**src/hdl/bapd_pkg.sv**
```systemverilog
// Shared types and constants for the balance angle PD controller.
// Field widths, configuration register indexes and reset values.
// No dependencies.
package bapd_pkg;

    localparam int RAW_W        = 12;
    localparam int GAIN_W       = 24;
    localparam int ANGLE_W      = 24;
    localparam int ACCUM_W      = 48;
    localparam int DRIVE_W      = 32;
    localparam int CAL_SUM_W    = 18;
    localparam int CFG_INDEX_W  = 3;
    localparam int CFG_DATA_W   = 24;
    localparam int S_TDATA_W    = 24;
    localparam int M_TDATA_W    = 56;

    localparam int CAL_SAMPLES_DEF = 64;

    localparam logic [RAW_W-1:0] ACCEL_ZERO_RST = 12'd2048;

    typedef enum logic [CFG_INDEX_W-1:0] {
        REG_ACCEL_ZERO = 3'd0,
        REG_GYRO_GAIN  = 3'd1,
        REG_ACCEL_GAIN = 3'd2,
        REG_KP_GAIN    = 3'd3,
        REG_KD_GAIN    = 3'd4
    } cfg_index_t;

    typedef struct packed {
        logic        [RAW_W-1:0]  accel_zero;
        logic signed [GAIN_W-1:0] gyro_gain;
        logic signed [GAIN_W-1:0] accel_gain;
        logic signed [GAIN_W-1:0] kp_gain;
        logic signed [GAIN_W-1:0] kd_gain;
    } cfg_t;

endpackage

```
**src/hdl/bapd_cal.sv**
```systemverilog
// Gyro offset calibration: sums the first CAL_SAMPLES gyro samples and
// divides by CAL_SAMPLES (reciprocal multiply with one correction step).
// Depends on bapd_pkg.
module bapd_cal
    import bapd_pkg::*;
#(
    parameter int CAL_SAMPLES = CAL_SAMPLES_DEF
) (
    input  logic             aclk,
    input  logic             aresetn,
    input  logic             step,
    input  logic [RAW_W-1:0] gyro_raw,
    output logic             calibrating,
    output logic [RAW_W-1:0] rate_offset
);

    localparam int CNT_W     = $clog2(CAL_SAMPLES + 1);
    localparam int RECIP_SH  = 24;
    localparam int RECIP_W   = RECIP_SH + 1;
    localparam int PROD_W    = CAL_SUM_W + RECIP_W;
    localparam logic [RECIP_W-1:0]   RECIP   = RECIP_W'((64'd1 << RECIP_SH) / CAL_SAMPLES);
    localparam logic [CNT_W-1:0]     CNT_END = CNT_W'(CAL_SAMPLES);
    localparam logic [CAL_SUM_W-1:0] DIVISOR = CAL_SUM_W'(CAL_SAMPLES);

    logic [CAL_SUM_W-1:0] cal_sum_reg, cal_sum_next;
    logic [CNT_W-1:0]     cal_count_reg, cal_count_next;
    logic [RAW_W-1:0]     rate_offset_reg, rate_offset_next;

    logic [PROD_W-1:0]    prod;
    logic [CAL_SUM_W-1:0] quot_est;
    logic [CAL_SUM_W-1:0] quot_mul;
    logic [CAL_SUM_W-1:0] remainder;
    logic [CAL_SUM_W-1:0] quot;

    assign calibrating = cal_count_reg < CNT_END;
    assign rate_offset = rate_offset_reg;

    always_comb begin
        cal_sum_next   = cal_sum_reg + CAL_SUM_W'(gyro_raw);
        prod           = PROD_W'(cal_sum_next) * PROD_W'(RECIP);
        quot_est       = prod[RECIP_SH +: CAL_SUM_W];
        quot_mul       = CAL_SUM_W'(quot_est * DIVISOR);
        remainder      = cal_sum_next - quot_mul;
        quot           = (remainder >= DIVISOR) ? quot_est + 1'b1 : quot_est;
        cal_count_next = cal_count_reg + 1'b1;
        rate_offset_next = (cal_count_next == CNT_END) ? quot[RAW_W-1:0] : rate_offset_reg;
    end

    always_ff @(posedge aclk) begin
        if (!aresetn) begin
            cal_sum_reg     <= '0;
            cal_count_reg   <= '0;
            rate_offset_reg <= '0;
        end else if (step && calibrating) begin
            cal_sum_reg     <= cal_sum_next;
            cal_count_reg   <= cal_count_next;
            rate_offset_reg <= rate_offset_next;
        end
    end

endmodule

```
**config.mk**
```make
export PLATFORM = sky130hd
export DESIGN_NAME = bapd_cal
export DESIGN_NICKNAME = d
export VERILOG_FILES = /design/src/hdl/bapd_pkg.sv /design/src/hdl/bapd_cal.sv
export SDC_FILE = /design/constraint.sdc
export NUM_CORES = 1
export LEC_CHECK = 0
export ABC_AREA = 1
export BUFFER_PORTS_ARGS = -buffer_cell sky130_fd_sc_hd__buf_2
export CORE_ASPECT_RATIO = 0.5
export CORE_MARGIN = 5
export CORE_UTILIZATION = 35
export CTS_CLUSTER_DIAMETER = 50
export DETAILED_ROUTE_END_ITERATION = 7
export SETUP_SLACK_MARGIN = 0.2
export SYNTH_ARGS = -nofsm -noshare
export SYNTH_HDL_FRONTEND = slang
export SYNTH_SLANG_ARGS = --single-unit
```
**constraint.sdc**
```tcl
create_clock -name aclk -period 5.11 [get_ports aclk]
set_input_delay 0.2555 -clock aclk [delete_from_list [all_inputs] [get_ports aclk]]
set_output_delay 0.2555 -clock aclk [all_outputs]
set_load 0.01 [all_outputs]
```
==> summary.txt, run 1 <==
Placement
  • Gpl congestion: 0.844
  • Port Buf Inserts: 27
  • Area after DPL: 2650 µm²
  • Placed cells: 497
  • Detail Placement HPWL: 4320 µm
  • Pre-CTS setup slack: 3140 ps

Routing
  • Starting DRC count in detailed routing: 102
  • Drt total wl: 5580 µm
  • Wire per inst: 11.1 µm
  • Remaining antenna violation count: 0
  • Vias per cell: 4.48
  • Vias: 2,256
  • Residual DRC count: 0
  • Drt pass-1 iters: 4

GRT
  • First-pass GRT wire length: 9660 µm
  • Overflow after GRT: 0
  • Largest net degree at the start of global routing: 28
  • Antenna violations before repair: 0
  • Number of global-route vias before repair: 2,064
  • Gr usage total: 13.2%

Power and ir drop
  • VDD IR max: 0.152 mV
  • PwrDens: 289 nW/µm²
  • Pwr Total: 0.807 mW
  • Leak Pwr: 1.53 nW

Final layout
  • Synth-to-layout area growth: 14.4%
  • Nets: 441
  • Util after Layout: 41.5%
  • Area of the multi-input gates: 1370 µm²
  • Number of flip-flops in the largest register: 18
  • Layout cells sized above 1: 12.1%
  • Final instance area: 2790 µm²
  • ANT cells: 0
  • Fillers: 748
  • Seq. cell area: 741 µm²
  • Post-route insts no fill: 504

CTS
  • # H-tree levels: 2
  • CTS Hold Bufs: 0
  • CTS Buf Count: 5
  • Worst-path clk slew: 50 ps
  • Setup bufs post-CTS: 0
  • TritonCTS clock tree: done
  • Post_cts resized: 0
  • Sinks on Clock Net: 37
  • Clk Latency, worst-skew pair: 280 ps
  • CTS Buffer Depth: 2
  • Clk root buf: clkbuf_16

Synthesis
  • Ys Warns: 0
  • Sequential share of the synthesized area: 30.3%
  • Syn Nets: 415
  • Post-Synthesis Cells: 386
  • Synth unique cells: 30
  • Mapped Area: 2440 µm²
  • Syn avg cell area: 6.32 µm²
  • Flops & latches, synth: 37

STA
  • Slew Limit Fails: 0
  • Post-layout min period: 1940 ps
  • Slew headroom: 47.9%
  • Setup slack after layout: 3170 ps
  • # setup viols final: 0
  • Final-report hold violation count: 0
  • Hold Slack: 332 ps
  • Crit share post-route: 37.9%
  • Final TNS setup: 0 ps
  • Clock Skew: 6.08 ps
  • RSZ-0062 raised after global routing: no
  • Highest Clock Rate: 0.517 GHz
  • Worst-Margin Slew: 781 ps

Worst setup path
  • CP required: 5280 ps
  • CP max stage cell: fa_1
  • Worst setup SP type: flip-flop
  • CP Buf/Inv Count: 2
  • Delay-heaviest family, CP: adder cells
  • Critical Path Most Common Cell: nand2_1
  • Worst path cell trace: ha_1 > inv_1 > fa_1 > o21ai_1 > nand2_1 > nand2_1 > nand2_1 > nand3_1 > nand3_1 > nand2_1 > inv_1
  • Crit-path max FO: 4
  • Reg-to-reg slack, setup: 3170 ps
  • Largest stage delay, worst path: 420 ps
  • Crit Path Class: flip-flop to flip-flop
  • Endpoint class of the critical path: flip-flop
  • Worst Path Arrival: 2110 ps

Min path
  • Hold Crit Class: input pin to flip-flop

Status
  • Status: finished, final reports clean

Flow run
  • Number of max-cap violations: 0

Die
  • Die area: 8850 µm²
  • Core Rows: 21
  • Placeable Area: 6730 µm²
  • Starting density of the core: 36.3%
  • Die W: 128 µm
  • Ports: 28
  • Die height: 69.1 µm
[worst register-to-register path, stage by stage, from the launching register on]
cell     delay (ps)
dfxtp_1         320
ha_1            170
inv_1            60
fa_1            420
o21ai_1         320
nand2_1          90
nand2_1         110
nand2_1          70
nand3_1          90
nand3_1          80
nand2_1          70
inv_1            40
[layout by cell type, fill, tap and decap left out, types with 2 or more instances in the layout]
cell type / synthesis / layout
o21ai_1: 7 / 7
nor2_2: 2 / 2
a21oi_2: 3 / 3
nand3_1: 31 / 31
buf_2: 0 / 27
nand2_2: 2 / 2
nand3_2: 4 / 4
clkbuf_16: 0 / 5
nand4_1: 4 / 4
nand2_1: 85 / 85
xor2_1: 8 / 8
inv_1: 73 / 73
and2_1: 2 / 2
nor3_1: 2 / 2
nand3b_1: 2 / 2
o21ai_0: 21 / 21
ha_1: 13 / 13
dfxtp_1: 37 / 37
inv_2: 2 / 2
o21bai_1: 2 / 2
nor2_1: 53 / 53
a21oi_1: 18 / 18
[routing by layer]
metal	wire length [µm]	up-vias	global-route usage, %
met5	0	-	0
met4	27	0	2.12
met3	156	2	3.01
met2	2370	22	20.8
met1	3020	976	18.6
li1	-	1256	-
[cell type report]
type	instances	share of cell area, %
multi-input combinational	265	49.0
sequential	37	26.5
inverter	75	10.1
clock buffer	7	5.11
timing repair buffer	28	5.11
tap	92	4.12
[synthesized netlist by cell type (all sizes together)]
master  number  area [µm²]
nand4        4        25.0
o21bai       2        15.0
and2         3        21.3
nand2       87         332
o21ai       29         149
ha          13         163
inv         75         282
nor3         2        10.0
clkbuf       6        23.8
nand3       35         195
o211ai       1        7.51
buf          3        26.3
a22oi        1        7.51
a21oi       21         116
xor2         8        70.1
dfxtp       37         741
nand3b       2        15.0
fa           1        20.0
nor2        56         223
[path summary, 6_finish.rpt]
path | start | to | cells past startpoint
max reg2reg | cal_sum_reg[0] | rate_offset[8] | 11
min | gyro_raw[0] | cal_sum_reg[0] | 4
max | cal_sum_reg[0] | rate_offset[8] | 11
min reg2reg | rate_offset[0] | rate_offset[0] | 2
[power breakdown]
group / total [mW] / leakage, nW / internal (mW) / switching (mW)
Sequential: 0.322 / 0.304 / 0.308 / 0.0148
Clock: 0.302 / 0.0700 / 0.191 / 0.110
Combinational: 0.182 / 1.16 / 0.0643 / 0.118
Total: 0.807 / 1.53 / 0.563 / 0.243
[cell families after synthesis]
group / after synthesis / synth area share [%]
AO/OA/AOI/OAI: 54 / 12.1
XOR/XNOR: 8 / 2.87
adder cells (fa/ha/maj): 14 / 7.48
buffers and inverters: 84 / 13.6
flip-flops: 37 / 30.3
AND/OR/NAND/NOR: 189 / 33.6
(Power assumes the default switching activity.)
==> run 2, diff against run 1 <==
==> constraint.sdc (replaced) <==
create_clock -name aclk -period 1.62 [get_ports aclk]
set_input_delay 0.081 -clock aclk [delete_from_list [all_inputs] [get_ports aclk]]
set_output_delay 0.081 -clock aclk [all_outputs]
set_load 0.01 [all_outputs]
==> summary.txt, run 2 (same netlist as run 1, synthesis figures left out) <==
CTS
  • TritonCTS clock tree: done
  • Clk root buf: clkbuf_16
  • # H-tree levels: 2 (unchanged)
  • Sinks on Clock Net: 37 (unchanged)
  • CTS Buf Count: 5 (unchanged)
  • Clk Latency, worst-skew pair: 290 ps (about the same)
  • CTS Buffer Depth: 2 (unchanged)
  • Worst-path clk slew: 60 ps (about the same)
  • CTS Hold Bufs: 0 (unchanged)

Final layout
  • Synth-to-layout area growth: 49.3%
  • ANT cells: 0 (unchanged)
  • Most common cell after layout, fill and taps aside: inv_1
  • Fillers: 678 (-9.4%)
  • Number of flip-flops in the largest register: 18 (unchanged)
  • Post-route insts no fill: 532 (+5.6%)
  • Layout cells sized above 1: 40.9% (+29 points)
  • Util after Layout: 54.2% (+13 points)
  • Most frequent cells in the layout: 67 x inv_1, 51 x nand2_1, 43 x nor2_1
  • Nets: 469 (+6.3%)

Worst setup path
  • Worst setup SP type: flip-flop
  • Reg-to-reg slack, setup: -110 ps (-3290 ps)
  • CP required: 1810 ps (-3470 ps)
  • Endpoint class of the critical path: flip-flop
  • Worst Path Arrival: 1920 ps (-190 ps)
  • Crit Path Class: flip-flop to flip-flop
  • Critical R2R Launch: cal_sum_reg[0]
  • Crit-path max FO: 4 (unchanged)
  • R2r endpoint: cal_sum_reg[14]
  • Worst Reg2Reg Path Length in Cells: 11 (unchanged)

STA
  • Clock Skew: 4.86 ps (-1.21 ps)
  • Crit share post-route: 107% (+69 points)
  • Final-report hold violation count: 0 (unchanged)
  • # setup viols final: 10 (+10)
  • Slew headroom: 72.0% (+24 points)
  • Setup slack after layout: -113 ps (-3290 ps)
  • RSZ-0062 raised after global routing: yes
  • Worst-Margin Slew: 417 ps (-364 ps)
  • Highest Clock Rate: 0.577 GHz (+12%)
  • Post-layout min period: 1730 ps (-202 ps)
  • Slew Limit Fails: 0 (unchanged)

Status
  • Violated checks: setup timing
  • Status: complete, but fails checks

Power and ir drop
  • Leak Pwr: 1.80 nW (+18%)
  • Pwr Total: 3.00 mW (+270%)
  • PwrDens: 825 nW/µm² (+190%)
  • VDD IR max: 0.405 mV (+170%)

GRT
  • Number of global-route vias before repair: 2,407 (+17%)
  • GRT busiest layer: met2
  • Met1 GRT Util: 21.2% (+2.6 points)
  • Largest net degree at the start of global routing: 26 (-7.1%)
  • First-pass GRT wire length: 11,600 µm (+20%)
  • M2 GR Usage: 26.7% (+5.9 points)
  • Overflow after GRT: 0 (unchanged)
  • Gr usage total: 16.3% (+3.2 points)
  • Met3 Track Usage GR: 4.17% (+1.2 points)
  • Antenna violations before repair: 0 (unchanged)

Routing
  • Wire per inst: 13.3 µm (+20%)
  • Drt total wl: 7050 µm (+26%)
  • Drt pass-1 iters: 5 (+1)
  • Vias per cell: 4.70 (+4.9%)
  • Residual DRC count: 0 (unchanged)
  • Remaining antenna violation count: 0 (unchanged)
  • Starting DRC count in detailed routing: 103 (+0.98%)
  • Vias: 2,499 (+11%)

Flow run
  • Number of max-cap violations: 0 (unchanged)

Die
  • Die area: 8850 µm² (unchanged)
  • Placeable Area: 6730 µm² (unchanged)
  • Ports: 28 (unchanged)
  • Core Rows: 21 (unchanged)
  • Starting density of the core: 36.3% (unchanged)
  • Die height: 69.1 µm (unchanged)
  • Die W: 128 µm (unchanged)

Placement
  • Gpl congestion: 0.840 (-0.50%)
  • Port Buf Inserts: 27 (unchanged)
  • Detail Placement HPWL: 4890 µm (+13%)
  • Placed cells: 512 (+3.0%)

Min path
  • Hold worst-path end: cal_sum_reg[0]
  • Hold Startpoint: gyro_raw[0]
  • Hold Crit Class: input pin to flip-flop
  • Hold path depth: 4 (unchanged)
run 2: where the power goes:
group	total, mW	leakage, nW	switching [mW]	internal [mW]
Clock	0.999	0.0700	0.394	0.605
Combinational	0.970	1.43	0.561	0.409
Sequential	1.04	0.308	0.0582	0.978
run 2: through the flow:
step	area, µm²	hold slack [ps]	setup TNS, ps	worst slack (ps)
4_1_cts	3530	188	-186	-42.7
6_report	3640	185	-842	-113
5_1_grt	3640	223	-2610	-237
3_5_place_dp	2970	480	-431	-112
2_1_floorplan	2610	212	0	64.0
3_3_place_gp	2970	472	-85.2	-58.2
run 2: worst max-delay path by stage:
| stage | from | endpoint | slack [ps] | cells after the start |
|---|---|---|---|---|
| after global routing | cal_sum_reg[0] | rate_offset[6] | -240 | 10 |
| after global placement | cal_sum_reg[0] | rate_offset[2] | -60 | 9 |
| after detailed placement | cal_sum_reg[0] | rate_offset[2] | -110 | 9 |
| after floorplan | cal_sum_reg[0] | cal_sum_reg[14] | 60 | 11 |
| final | cal_sum_reg[0] | cal_sum_reg[14] | -110 | 11 |
| after CTS | cal_sum_reg[0] | rate_offset[2] | -40 | 9 |
run 2: timing repair:
| item | 4_1_cts | 5_1_grt |
|---|---|---|
| setup buffers | 9 | 2 |
| endpoints found under the hold margin | 0 | 0 |
| pin swaps | 22 | 20 |
| gates resized for setup | 88 | 29 |
| gates cloned | 2 | 0 |
| endpoints found under the setup margin | 25 | 28 |
run 2: cell type report:
| cell class | count | area (µm²) | area share [%] |
|---|---|---|---|
| Multi-Input combinational cell | 265 | 1900 | 52.2 |
| Sequential cell | 37 | 763 | 20.9 |
| Timing Repair Buffer | 56 | 435 | 12.0 |
| Inverter | 75 | 284 | 7.80 |
| Clock buffer | 7 | 143 | 3.91 |
| Tap cell | 92 | 115 | 3.16 |
run 2: critical path, cell delays in order (launching register included):
cell     delay (ps)
dfxtp_2         350
ha_4            130
inv_2            30
fa_2            390
o21ai_4         230
nand2_2          80
nand2_2          90
nand2_2          60
nand3_2          90
nand3_2          90
nand2_2          60
inv_1            30
run 2: per-layer routing:
layer  share of wire, %  vias to the layer above
met3                4.9                       12
met5                  0                        -
met2                 44                       48
met4                1.8                        0
li1                   -                     1305
met1                 49                     1134
==> run 3, diff against run 2 <==
--- a/config.mk
+++ b/config.mk
@@ -12,6 +12,8 @@
 export CORE_UTILIZATION = 35
 export CTS_CLUSTER_DIAMETER = 50
 export DETAILED_ROUTE_END_ITERATION = 7
+export GPL_TIMING_DRIVEN = 1
+export PLACE_DENSITY_LB_ADDON = 0.12
 export SETUP_SLACK_MARGIN = 0.2
 export SYNTH_ARGS = -nofsm -noshare
 export SYNTH_HDL_FRONTEND = slang
==> summary.txt, run 3 (same netlist as run 1, synthesis figures left out) <==
CTS
  • # H-tree levels: 2 (unchanged)
  • TritonCTS clock tree: done
  • Clk Latency, worst-skew pair: 290 ps (about the same)
  • CTS Buf Count: 5 (unchanged)
  • Clk root buf: clkbuf_16
  • Worst-path clk slew: 60 ps (about the same)
  • Sinks on Clock Net: 37 (unchanged)
  • CTS Hold Bufs: 0 (unchanged)
  • CTS Buffer Depth: 2 (unchanged)

STA
  • Post-layout min period: 1720 ps (-15.4 ps)
  • Final TNS setup: -409 ps (+433 ps)
  • Highest Clock Rate: 0.582 GHz (+0.90%)
  • Slew headroom: 76.0% (+4.0 points)
  • RSZ-0062 raised after global routing: yes
  • Setup slack after layout: -97.9 ps (+15.4 ps)
  • Hold Slack: 157 ps (-28.8 ps)
  • Crit share post-route: 106% (-0.95 points)
  • # setup viols final: 10 (unchanged)
  • Final-report hold violation count: 0 (unchanged)
  • Worst-Margin Slew: 357 ps (-59.4 ps)
  • Slew Limit Fails: 0 (unchanged)
  • Clock Skew: 2.65 ps (-2.21 ps)

Die
  • Die area: 8850 µm² (unchanged)
  • Starting density of the core: 36.3% (unchanged)
  • Ports: 28 (unchanged)
  • Die W: 128 µm (unchanged)
  • Die height: 69.1 µm (unchanged)
  • Core Rows: 21 (unchanged)
  • Placeable Area: 6730 µm² (unchanged)

GRT
  • Largest net degree at the start of global routing: 25 (-3.8%)
  • Overflow after GRT: 0 (unchanged)
  • Antenna violations before repair: 0 (unchanged)
  • Gr usage total: 17.0% (+0.68 points)
  • First-pass GRT wire length: 12,000 µm (+3.4%)
  • Number of global-route vias before repair: 2,463 (+2.3%)

Routing
  • Vias per cell: 4.73 (+0.73%)
  • Vias: 2,522 (+0.92%)
  • Drt total wl: 7580 µm (+7.4%)
  • Residual DRC count: 0 (unchanged)
  • Drt pass-1 iters: 5 (unchanged)
  • Wire per inst: 14.2 µm (+7.2%)
  • Starting DRC count in detailed routing: 142 (+38%)
  • Remaining antenna violation count: 0 (unchanged)

Worst setup path
  • Worst Path Arrival: 1950 ps (+30 ps)
  • Crit-path max FO: 4 (unchanged)
  • Crit Path Class: flip-flop to flip-flop
  • CP required: 1850 ps (+40 ps)
  • Endpoint class of the critical path: flip-flop
  • Worst setup SP type: flip-flop

Status
  • Status: complete, but fails checks
  • Violated checks: setup timing

Final layout
  • ANT cells: 0 (unchanged)
  • Post-route insts no fill: 533 (+0.19%)
  • Most common cell after layout, fill and taps aside: inv_1
  • Nets: 469 (unchanged)
  • Util after Layout: 53.1% (-1.1 points)
  • Number of flip-flops in the largest register: 18 (unchanged)
  • Layout cells sized above 1: 37.6% (-3.3 points)
  • Final instance area: 3570 µm² (-2.1%)
  • Most frequent cells in the layout: 71 x inv_1, 57 x nand2_1, 46 x nor2_1
  • Synth-to-layout area growth: 46.2%

Flow run
  • Number of max-cap violations: 0 (unchanged)

Power and ir drop
  • Pwr Total: 3.23 mW (+7.6%)
  • VDD IR max: 0.409 mV (+0.87%)
  • PwrDens: 906 nW/µm² (+9.9%)
  • Leak Pwr: 1.78 nW (-1.3%)

Min path
  • Hold Crit Class: input pin to flip-flop

Placement
  • Area after DPL: 3020 µm² (+1.5%)
  • Pre-CTS setup slack: -161 ps (-49.7 ps)
  • Gpl congestion: 0.824 (-1.9%)
  • Port Buf Inserts: 27 (unchanged)
  • Detail Placement HPWL: 5180 µm (+6.0%)
  • Placed cells: 518 (+1.2%)
run 3: cell types whose count changed in the layout (fill, tap and decap cells not counted), moves of 3 or more:
cell / delta
nand2_2: -3
nand3_4: -3
nand3_1: +4
inv_1: +4
nand2_4: -3
a21oi_2: +3
inv_2: -4
nor2_1: +3
nand2_1: +6
run 3: cell type report:
class | count | area, µm²
Multi-Input combinational cell | 265 | 1800
Fill cell | 678 | 3160
Sequential cell | 37 | 766
Timing Repair Buffer | 56 | 425
Clock buffer | 6 | 139
Clock inverter | 2 | 37.5
Inverter | 75 | 284
Tap cell | 92 | 115
run 3: what timing repair did:
action,4_1_cts,5_1_grt
cloned,1,0
pin swaps,22,20
setup buffers,3,3
gates resized for setup,54,38
setup endpoints to repair,26,28
run 3: report_power, final:
group	internal [mW]	leakage (nW)	switching, mW
clock	0.770	0.0831	0.435
sequential	0.978	0.309	0.0640
combinational	0.428	1.39	0.559
total	2.18	1.78	1.06
run 3: metal layers:
| metal | up-vias | share of wire (%) | track usage (%) |
|---|---|---|---|
| met5 | - | 0 | 0 |
| met4 | 0 | 1.3 | 4.35 |
| met3 | 9 | 3.8 | 4.01 |
| met2 | 54 | 45 | 26.0 |
| met1 | 1150 | 50 | 24.0 |
| li1 | 1309 | - | - |
run 3: path summary, 6_finish.rpt:
kind / endpoint / start / depth (start not counted) / slack (ps)
setup reg to reg: rate_offset[2] / cal_sum_reg[0] / 9 / -100
hold / removal: cal_count_reg[2] / aresetn / 3 / 160
hold reg to reg: cal_count_reg[2] / cal_count_reg[2] / 2 / 490
setup / recovery: rate_offset[2] / cal_sum_reg[0] / 9 / -100
run 3: worst max-delay path, stage by stage (launching register included):
cell and delay, ps:
dfxtp_2 350, ha_4 140, inv_2 30, fa_2 370, o21ai_4 190, nand2_1 90
nand2_2 110, xor2_2 230, nor2_1 80, nor2_1 80
